### src/roc_auc_accumulator_macros.svh
// Assertion macros for the ROC AUC accumulator.
// Expects clk and rst_n in the scope of each use; no other dependencies.
`ifndef ROC_AUC_ACCUMULATOR_MACROS_SVH
`define ROC_AUC_ACCUMULATOR_MACROS_SVH

`ifndef SYNTHESIS

`define RAA_ASSERT(label, prop) \
    label: assert property (@(posedge clk) disable iff (!rst_n) prop) \
        else $error("assertion failed");

`define RAA_NEVER(label, cond) \
    label: assert property (@(posedge clk) disable iff (!rst_n) !(cond)) \
        else $error("forbidden condition seen");

`else

`define RAA_ASSERT(label, prop)

`define RAA_NEVER(label, cond)

`endif

`endif

### src/roc_auc_pkg.sv
// Shared types for the ROC AUC accumulator.
// No dependencies.
`default_nettype none

package roc_auc_pkg;

    localparam int SCORE_W = 32;

    typedef enum logic [2:0] {
        ST_IDLE,
        ST_COUNT,
        ST_ADD,
        ST_CLOSE,
        ST_CLOSE_ADD,
        ST_DEN,
        ST_DIV,
        ST_OUT
    } raa_state_t;

endpackage

`default_nettype wire

### src/roc_auc_accumulator.sv
// ROC AUC accumulator top level: sequencer around one shared multiplier.
// Depends on roc_auc_pkg and roc_auc_accumulator_macros.svh.
//
// Takes scored words sorted by descending score (score_first - score_second) and integrates
// the ROC curve by the trapezoidal rule, tied scores forming one point. One word at a time:
// each word is counted and, when its score closes a point, the point's area is multiplied,
// then accumulated, all through the single shared multiplier. The word marked tlast then
// closes the curve, forms P*N on the same multiplier (doubled to 2*P*N as divisor) and runs
// a restoring divide for the AUC_FRAC_BITS+1 quotient bits; a degenerate set skips the
// divide. The result sits in an output register until taken, so the next data set may start
// meanwhile; a second result waits in the sequencer with the input stalled. The counts,
// points and area clear for the next data set. Words beyond MAX_ITEMS are not counted.
// Output auc is truncated Q1.AUC_FRAC_BITS; degenerate (tuser) is set with auc zero when
// either count is zero.
`default_nettype none
`include "roc_auc_accumulator_macros.svh"

module roc_auc_accumulator #(
    parameter int MAX_ITEMS     = 1048576,
    parameter int AUC_FRAC_BITS = 16,
    localparam int CNT_W        = $clog2(MAX_ITEMS + 1),
    localparam int AUC_W        = AUC_FRAC_BITS + 1,
    localparam int OUT_W        = ((AUC_W + 2 * CNT_W + 7) / 8) * 8
) (
    input  wire logic                                clk,
    input  wire logic                                rst_n,
    input  wire logic                                s_tvalid,
    output logic                                     s_tready,
    // [31:0] score_first, [63:32] score_second
    input  wire logic [2*roc_auc_pkg::SCORE_W-1:0]   s_tdata,
    // [0] is_positive
    input  wire logic                                s_tuser,
    input  wire logic                                s_tlast,
    output logic                                     m_tvalid,
    input  wire logic                                m_tready,
    // auc, positives, negatives from the lowest bit up, zero padded
    output logic [OUT_W-1:0]                         m_tdata,
    // [0] degenerate
    output logic                                     m_tuser
);

    import roc_auc_pkg::*;

    localparam int AREA_W = 2 * CNT_W + 1;
    localparam int DIFF_W = SCORE_W + 1;
    localparam int STEP_W = $clog2(AUC_FRAC_BITS + 1);
    localparam logic [CNT_W:0]    MAX_L     = (CNT_W + 1)'(MAX_ITEMS);
    localparam logic [STEP_W-1:0] LAST_STEP = STEP_W'(AUC_FRAC_BITS);

    raa_state_t state_reg, state_next;

    logic [CNT_W-1:0]  pos_count_reg, pos_count_next;
    logic [CNT_W-1:0]  neg_count_reg, neg_count_next;
    logic [CNT_W-1:0]  pos_at_reg, pos_at_next;
    logic [CNT_W-1:0]  neg_at_reg, neg_at_next;
    logic [CNT_W-1:0]  pos_last_reg, pos_last_next;
    logic [CNT_W-1:0]  neg_last_reg, neg_last_next;
    logic [DIFF_W-1:0] prev_score_reg, prev_score_next;
    logic              has_prev_reg, has_prev_next;
    logic [AREA_W-1:0] area_reg, area_next;
    logic [DIFF_W-1:0] score_reg, score_next;
    logic              positive_reg, positive_next;
    logic              last_reg, last_next;
    logic [AREA_W-1:0] mul_reg, mul_next;
    logic [AREA_W-1:0] rem_reg, rem_next;
    logic [AUC_W-1:0]  quo_reg, quo_next;
    logic [STEP_W-1:0] step_reg, step_next;
    logic              degen_reg, degen_next;
    logic              out_valid_reg, out_valid_next;
    logic [OUT_W-1:0]  out_data_reg, out_data_next;
    logic              out_degen_reg, out_degen_next;

    logic              s_accept;
    logic              out_free;
    logic              room;
    logic              count_close;
    logic              degen_now;
    logic [CNT_W-1:0]  pos_inc;
    logic [CNT_W-1:0]  neg_inc;
    logic [CNT_W-1:0]  mul_a;
    logic [CNT_W:0]    mul_b;
    logic [AREA_W-1:0] mul_prod;
    logic [AREA_W:0]   trial;
    logic [AREA_W:0]   den_ext;
    logic              fits;

    assign s_accept    = s_tvalid && s_tready;
    assign out_free    = !out_valid_reg || m_tready;
    assign room        = ({1'b0, pos_count_reg} + {1'b0, neg_count_reg}) < MAX_L;
    assign count_close = room && (!has_prev_reg || (score_reg != prev_score_reg));
    assign degen_now   = (pos_count_reg == '0) || (neg_count_reg == '0);
    assign pos_inc     = positive_reg ? pos_count_reg + 1'b1 : pos_count_reg;
    assign neg_inc     = positive_reg ? neg_count_reg : neg_count_reg + 1'b1;
    assign mul_prod    = AREA_W'(mul_a) * AREA_W'(mul_b);
    assign trial       = (step_reg == '0) ? {1'b0, rem_reg} : {rem_reg, 1'b0};
    assign den_ext     = {mul_reg, 1'b0};
    assign fits        = trial >= den_ext;

    always_comb
    begin
        state_next = state_reg;
        unique case (state_reg)
            ST_IDLE:
            begin
                if (s_accept)
                begin
                    state_next = ST_COUNT;
                end
            end
            ST_COUNT:
            begin
                if (count_close)
                begin
                    state_next = ST_ADD;
                end
                else if (last_reg)
                begin
                    state_next = ST_CLOSE;
                end
                else
                begin
                    state_next = ST_IDLE;
                end
            end
            ST_ADD:
            begin
                state_next = last_reg ? ST_CLOSE : ST_IDLE;
            end
            ST_CLOSE:
            begin
                state_next = has_prev_reg ? ST_CLOSE_ADD : ST_DEN;
            end
            ST_CLOSE_ADD:
            begin
                state_next = ST_DEN;
            end
            ST_DEN:
            begin
                state_next = degen_now ? ST_OUT : ST_DIV;
            end
            ST_DIV:
            begin
                if (step_reg == LAST_STEP)
                begin
                    state_next = ST_OUT;
                end
            end
            ST_OUT:
            begin
                if (out_free)
                begin
                    state_next = ST_IDLE;
                end
            end
            default:
            begin
                state_next = ST_IDLE;
            end
        endcase
    end

    always_comb
    begin
        s_tready = (state_reg == ST_IDLE);
        m_tvalid = out_valid_reg;
        m_tdata  = out_data_reg;
        m_tuser  = out_degen_reg;
        if (state_reg == ST_DEN)
        begin
            mul_a = neg_count_reg;
            mul_b = {1'b0, pos_count_reg};
        end
        else
        begin
            mul_a = neg_at_reg - neg_last_reg;
            mul_b = {1'b0, pos_at_reg} + {1'b0, pos_last_reg};
        end
    end

    always_comb
    begin
        pos_count_next  = pos_count_reg;
        neg_count_next  = neg_count_reg;
        pos_at_next     = pos_at_reg;
        neg_at_next     = neg_at_reg;
        pos_last_next   = pos_last_reg;
        neg_last_next   = neg_last_reg;
        prev_score_next = prev_score_reg;
        has_prev_next   = has_prev_reg;
        area_next       = area_reg;
        score_next      = score_reg;
        positive_next   = positive_reg;
        last_next       = last_reg;
        mul_next        = mul_reg;
        rem_next        = rem_reg;
        quo_next        = quo_reg;
        step_next       = step_reg;
        degen_next      = degen_reg;
        out_valid_next  = out_valid_reg && !m_tready;
        out_data_next   = out_data_reg;
        out_degen_next  = out_degen_reg;
        unique case (state_reg)
            ST_IDLE:
            begin
                if (s_accept)
                begin
                    score_next    = {s_tdata[SCORE_W-1], s_tdata[SCORE_W-1:0]}
                                  - {s_tdata[2*SCORE_W-1], s_tdata[2*SCORE_W-1:SCORE_W]};
                    positive_next = s_tuser;
                    last_next     = s_tlast;
                end
            end
            ST_COUNT:
            begin
                if (room)
                begin
                    pos_count_next  = pos_inc;
                    neg_count_next  = neg_inc;
                    pos_at_next     = pos_inc;
                    neg_at_next     = neg_inc;
                    prev_score_next = score_reg;
                    has_prev_next   = 1'b1;
                    if (count_close)
                    begin
                        mul_next      = mul_prod;
                        pos_last_next = pos_at_reg;
                        neg_last_next = neg_at_reg;
                    end
                end
            end
            ST_ADD, ST_CLOSE_ADD:
            begin
                area_next = area_reg + mul_reg;
            end
            ST_CLOSE:
            begin
                if (has_prev_reg)
                begin
                    mul_next      = mul_prod;
                    pos_last_next = pos_at_reg;
                    neg_last_next = neg_at_reg;
                end
            end
            ST_DEN:
            begin
                mul_next   = mul_prod;
                rem_next   = area_reg;
                quo_next   = '0;
                step_next  = '0;
                degen_next = degen_now;
            end
            ST_DIV:
            begin
                rem_next  = fits ? AREA_W'(trial - den_ext) : AREA_W'(trial);
                quo_next  = {quo_reg[AUC_W-2:0], fits};
                step_next = step_reg + 1'b1;
            end
            ST_OUT:
            begin
                if (out_free)
                begin
                    out_valid_next  = 1'b1;
                    out_data_next   = OUT_W'({neg_count_reg, pos_count_reg,
                                              degen_reg ? AUC_W'(0) : quo_reg});
                    out_degen_next  = degen_reg;
                    pos_count_next  = '0;
                    neg_count_next  = '0;
                    pos_at_next     = '0;
                    neg_at_next     = '0;
                    pos_last_next   = '0;
                    neg_last_next   = '0;
                    prev_score_next = '0;
                    has_prev_next   = 1'b0;
                    area_next       = '0;
                end
            end
            default:
            begin
            end
        endcase
    end

    always_ff @(posedge clk or negedge rst_n)
    begin
        if (!rst_n)
        begin
            state_reg      <= ST_IDLE;
            pos_count_reg  <= '0;
            neg_count_reg  <= '0;
            pos_at_reg     <= '0;
            neg_at_reg     <= '0;
            pos_last_reg   <= '0;
            neg_last_reg   <= '0;
            prev_score_reg <= '0;
            has_prev_reg   <= 1'b0;
            area_reg       <= '0;
            degen_reg      <= 1'b0;
            out_valid_reg  <= 1'b0;
            out_data_reg   <= '0;
            out_degen_reg  <= 1'b0;
        end
        else
        begin
            state_reg      <= state_next;
            pos_count_reg  <= pos_count_next;
            neg_count_reg  <= neg_count_next;
            pos_at_reg     <= pos_at_next;
            neg_at_reg     <= neg_at_next;
            pos_last_reg   <= pos_last_next;
            neg_last_reg   <= neg_last_next;
            prev_score_reg <= prev_score_next;
            has_prev_reg   <= has_prev_next;
            area_reg       <= area_next;
            degen_reg      <= degen_next;
            out_valid_reg  <= out_valid_next;
            out_data_reg   <= out_data_next;
            out_degen_reg  <= out_degen_next;
        end
    end

    always_ff @(posedge clk)
    begin
        score_reg    <= score_next;
        positive_reg <= positive_next;
        last_reg     <= last_next;
        mul_reg      <= mul_next;
        rem_reg      <= rem_next;
        quo_reg      <= quo_next;
        step_reg     <= step_next;
    end

    `RAA_NEVER(a_div_overrun, (state_reg == ST_DIV) && (step_reg > LAST_STEP))
    `RAA_ASSERT(a_count_cap, ({1'b0, pos_count_reg} + {1'b0, neg_count_reg}) <= MAX_L)
    `RAA_ASSERT(a_degen_zero, m_tvalid && m_tuser |-> m_tdata[AUC_W-1:0] == '0)
    `RAA_ASSERT(a_auc_bound, m_tvalid && !m_tuser |-> m_tdata[AUC_W-1:0] <= (AUC_W'(1) << AUC_FRAC_BITS))
    `RAA_ASSERT(a_hold, m_tvalid && !m_tready |=> m_tvalid && $stable(m_tdata) && $stable(m_tuser))
    `RAA_ASSERT(a_clear_after_out, (state_reg == ST_OUT) && out_free |=> (pos_count_reg == '0)
        && (neg_count_reg == '0) && !has_prev_reg && (area_reg == '0))

endmodule

`default_nettype wire

### config.mk
export PLATFORM = sky130hd
export DESIGN_NAME = roc_auc_accumulator
export DESIGN_NICKNAME = d
export VERILOG_FILES = /design/src/roc_auc_pkg.sv /design/src/roc_auc_accumulator.sv
export VERILOG_INCLUDE_DIRS = /design/src /design/src/src
export SDC_FILE = /design/constraint.sdc
export NUM_CORES = 2
export LEC_CHECK = 0
export ABC_CLOCK_PERIOD_IN_PS = 25600
export BUFFER_PORTS_ARGS = -buffer_cell sky130_fd_sc_hd__buf_4
export CELL_PAD_IN_SITES_DETAIL_PLACEMENT = 1
export CELL_PAD_IN_SITES_GLOBAL_PLACEMENT = 2
export CORE_MARGIN = 2
export CORE_UTILIZATION = 44
export DETAILED_ROUTE_END_ITERATION = 8
export GPL_TIMING_DRIVEN = 0
export PLACE_DENSITY_LB_ADDON = 0.12
export REMOVE_ABC_BUFFERS = 1
export SYNTH_ARGS = -nofsm -noshare
export SYNTH_HDL_FRONTEND = slang
export SYNTH_SLANG_ARGS = --single-unit
### constraint.sdc
create_clock -name clk -period 25.6 [get_ports clk]
set_input_delay 5.12 -clock clk [delete_from_list [all_inputs] [get_ports clk]]
set_output_delay 5.12 -clock clk [all_outputs]
set_load 0.01 [all_outputs]
==> flow_summary.yaml <==
worst_setup_path:
  max_stage_delay_ns: 1.09
  crit_type: "register to register"
  crit_path_end_kind: "register"
  worstPathArrival_ns: 11.96
  slowest_stage: "mux2i_1"
  cp.required_ns: 25.95
  cpMostUsedCell: "fa_1"
  startpoint_type: "register"
  path_max_fanout: 13
die:
  dieArea_mm2: 0.0915
  rows: 109
  initial_utilization_pct: 44.4
  num_io_pins: 137
  die_x_um: 302
  core_mm2: 0.0884
  die_h_um: 302
detailed_routing:
  drt-total-wl_um: 123000
  drtAntennaViolNets: 0
  first_pass_iters: 5
  via_per_inst: 5.56
  drt_iter0_drc: 1743
  drc: 0
  vias: 31300
  wl_per_cell_um: 21.9
clock_network:
  cts_buffers: 46
  clock_latency_ns: 0.62
  post_cts_resized: 0
  cts_tree: "done"
  htreeDepth: 2
  cts_root_buf: "clkbuf_16"
  cts_hold_buffers: 0
  clock_path_buffers: 3
  cts_setup_buffers: 0
  path_clk_slew_ns: 0.06
  numClockSinks: 369
synthesis:
  yosysSeqAreaShare_pct: 25.4
  netlist_instances: 4416
  synth_edf_count: 143
  yosys.area.top_type: "fa_1"
  syn_area_mm2: 0.0392
  synth_top_area_share_pct: 19.5
  synth_cell_types: 83
  synth_area_leaders: "fa_1 (20%), dfrtp_1 (14%), edfxtp_1 (11%), ha_1 (11%), nand2_1 (6.6%)"
  ys_ff_latch: 369
  yosysWarnings: 0
  synth-async-reset-ratio_pct: 61.2
  synth_area_per_cell_um2: 8.88
  ys.flop_type: "dfrtp_1"
final_layout:
  antenna_cells: 0
  area_delta_synth_final_pct: 10.2
  fin_nets: 5226
  nFillCells: 10300
  drive_gt1_share_pct: 8.01
  regMostFlops: "m_tdata"
  stdcell_count: 5637
  largest_reg_flops: 59
pwr:
  powerDensity_mw_per_mm2: 124
  vdd_drop_max_v: 0.0000846
  power_leakage_nw: 21.1
min_path:
  min_path_type: "register to register"
sta:
  rsz0062_at_grt: "false"
  min_period_over_period_pct: 45.4
  finClkSkew_ns: 0.0355
  setup_violations: 0
  hold_violations: 0
  tightest_slew_ns: 1.45
  fmaxAchievable_ghz: 0.0861
  slew_viol_final: 0
  slew_headroom_pct: 3.02
  fin_crit_ns: 11.62
  setup_tns_ns: 0
place:
  gp_congestion: 0.907
  port_buffers: 131
  dpl.hpwl_um: 96600
  dpl.cell_count: 5554
grt:
  antenna_found_initial: 0
  grt.total_usage_pct: 27.2
  grt_pass1_vias: 33200
  grt_pass1_wl_um: 193000
  grt_max_degree: 117
  gr-total-overflow: 0
job:
  drv_cap: 0
run_status:
  status: "complete, no violations"
==> layer usage <==
layer / wire length (um) / GRT usage (%)
met3: 5000 / 2.82
met4: 4270 / 9.13
met5: 0 / 0
met1: 54300 / 36.3
met2: 59700 / 46.4
==> worst paths after layout <==
check | from | end | slack, ns | cells past startpoint
min reg2reg | m_tdata[6]$_DFFE_PN0P_ | m_tdata[6]$_DFFE_PN0P_ | 0.47 | 2
max reg2reg | pos_at_reg[1]$_DFFE_PN0P_ | mul_reg[37]$_DFFE_PP_ | 13.98 | 34
max in group asynchronous | rst_n | m_tdata[40]$_DFFE_PN0P_ | 19.75 | 3
min | m_tdata[6]$_DFFE_PN0P_ | m_tdata[6]$_DFFE_PN0P_ | 0.47 | 2
min in group asynchronous | rst_n | area_reg[37]$_DFFE_PN0P_ | 4.37 | 1
max | pos_at_reg[1]$_DFFE_PN0P_ | mul_reg[37]$_DFFE_PP_ | 13.98 | 34
==> cell usage in the layout (no fill, tap or decap), types with 38 or more instances in the layout <==
master	Yosys	layout
a21o_1	107	107
xnor2_1	161	161
dfrtp_1	226	226
mux2_2	48	48
xor2_1	77	77
fa_1	382	382
nor2_1	374	368
edfxtp_1	143	143
a21oi_1	189	183
nand3_1	74	74
buf_4	8	130
nor2b_1	38	38
nand2_1	685	683
mux2i_1	47	41
inv_1	582	582
a22o_1	46	46
o21ai_0	208	204
ha_1	337	337
clkbuf_16	0	48
==> power breakdown <==
group          switching, mW  internal, mW  total (mW)
registers              0.162         0.880        1.04
logic                   2.32          1.30        3.62
clock network          0.281         0.401       0.682
total                   2.76          2.58        5.34
==> metrics by stage <==
| stage | utilization [%] | hold slack, ns | setup slack [ns] | total power, mW | cell area [um2] |
|---|---|---|---|---|---|
| after CTS | 48.9 | 0.473 | 14.15 | 5.38 | 43200 |
| final | 48.9 | 0.468 | 13.98 | 5.34 | 43200 |
| after global routing | 48.9 | 0.498 | 13.73 | 5.79 | 43200 |
| after detailed placement | 47.1 | 0.459 | 14.24 | 4.67 | 41600 |
| after global placement | 46.2 | 0.455 | 9.30 | 4.51 | 40800 |
| after floorplan | - | 0.452 | 15.25 | 3.38 | 38400 |
==> Yosys cell counts, types with 23 or more instances <==
master,n
nand2_1,685
fa_1,382
clkbuf_1,169
and3_1,37
nand3_1,74
mux2i_1,47
xor2_1,77
nand4_1,35
inv_1,582
mux2_2,48
nand3b_1,23
edfxtp_1,143
nor2b_1,38
a22o_1,46
dfrtp_1,226
o21a_1,28
and2_1,34
a21o_1,107
nor3_1,37
nor4_1,23
ha_1,337
nand2b_1,32
a21oi_1,189
nor2_1,374
o21ai_0,208
xnor2_1,161
==> cells by family (layout without fill, tap and decap cells) <==
group,count (synthesis),count (layout),synth area share [%]
AOI/OAI and AO/OA,767,767,12.5
xor gates and xnor gates,238,238,5.32
adders and majority gates,719,719,30.3
buffers and inverters,781,833,7.64
DFF,369,369,25.4
muxes,95,95,2.58
other,1,5,0.00957
and+or+nand+nor,1446,1446,16.3
==> final cells by class <==
cell class / count / area, um2 / share of cell area, %
Clock buffer: 65 / 1360 / 3.14
Sequential cell: 369 / 9950 / 23.0
Tap cell: 1165 / 1460 / 3.37
Multi-Input combinational cell: 3270 / 26400 / 61.2
Inverter: 583 / 2190 / 5.07
Timing Repair Buffer: 167 / 1610 / 3.72
Clock inverter: 18 / 215 / 0.498
==> worst max-delay path, delay by kind of cell (launching register included) <==
family,cells,cell delay [ns]
AO/OA/AOI/OAI,17,3.95
XOR/XNOR,1,0.11
adder cells (fa/ha/maj),9,3.80
buffers and inverters,3,0.26
flip-flops,1,0.78
multiplexers,1,1.09
AND/OR/NAND/NOR,3,1.34
(Power assumes the default switching activity.)
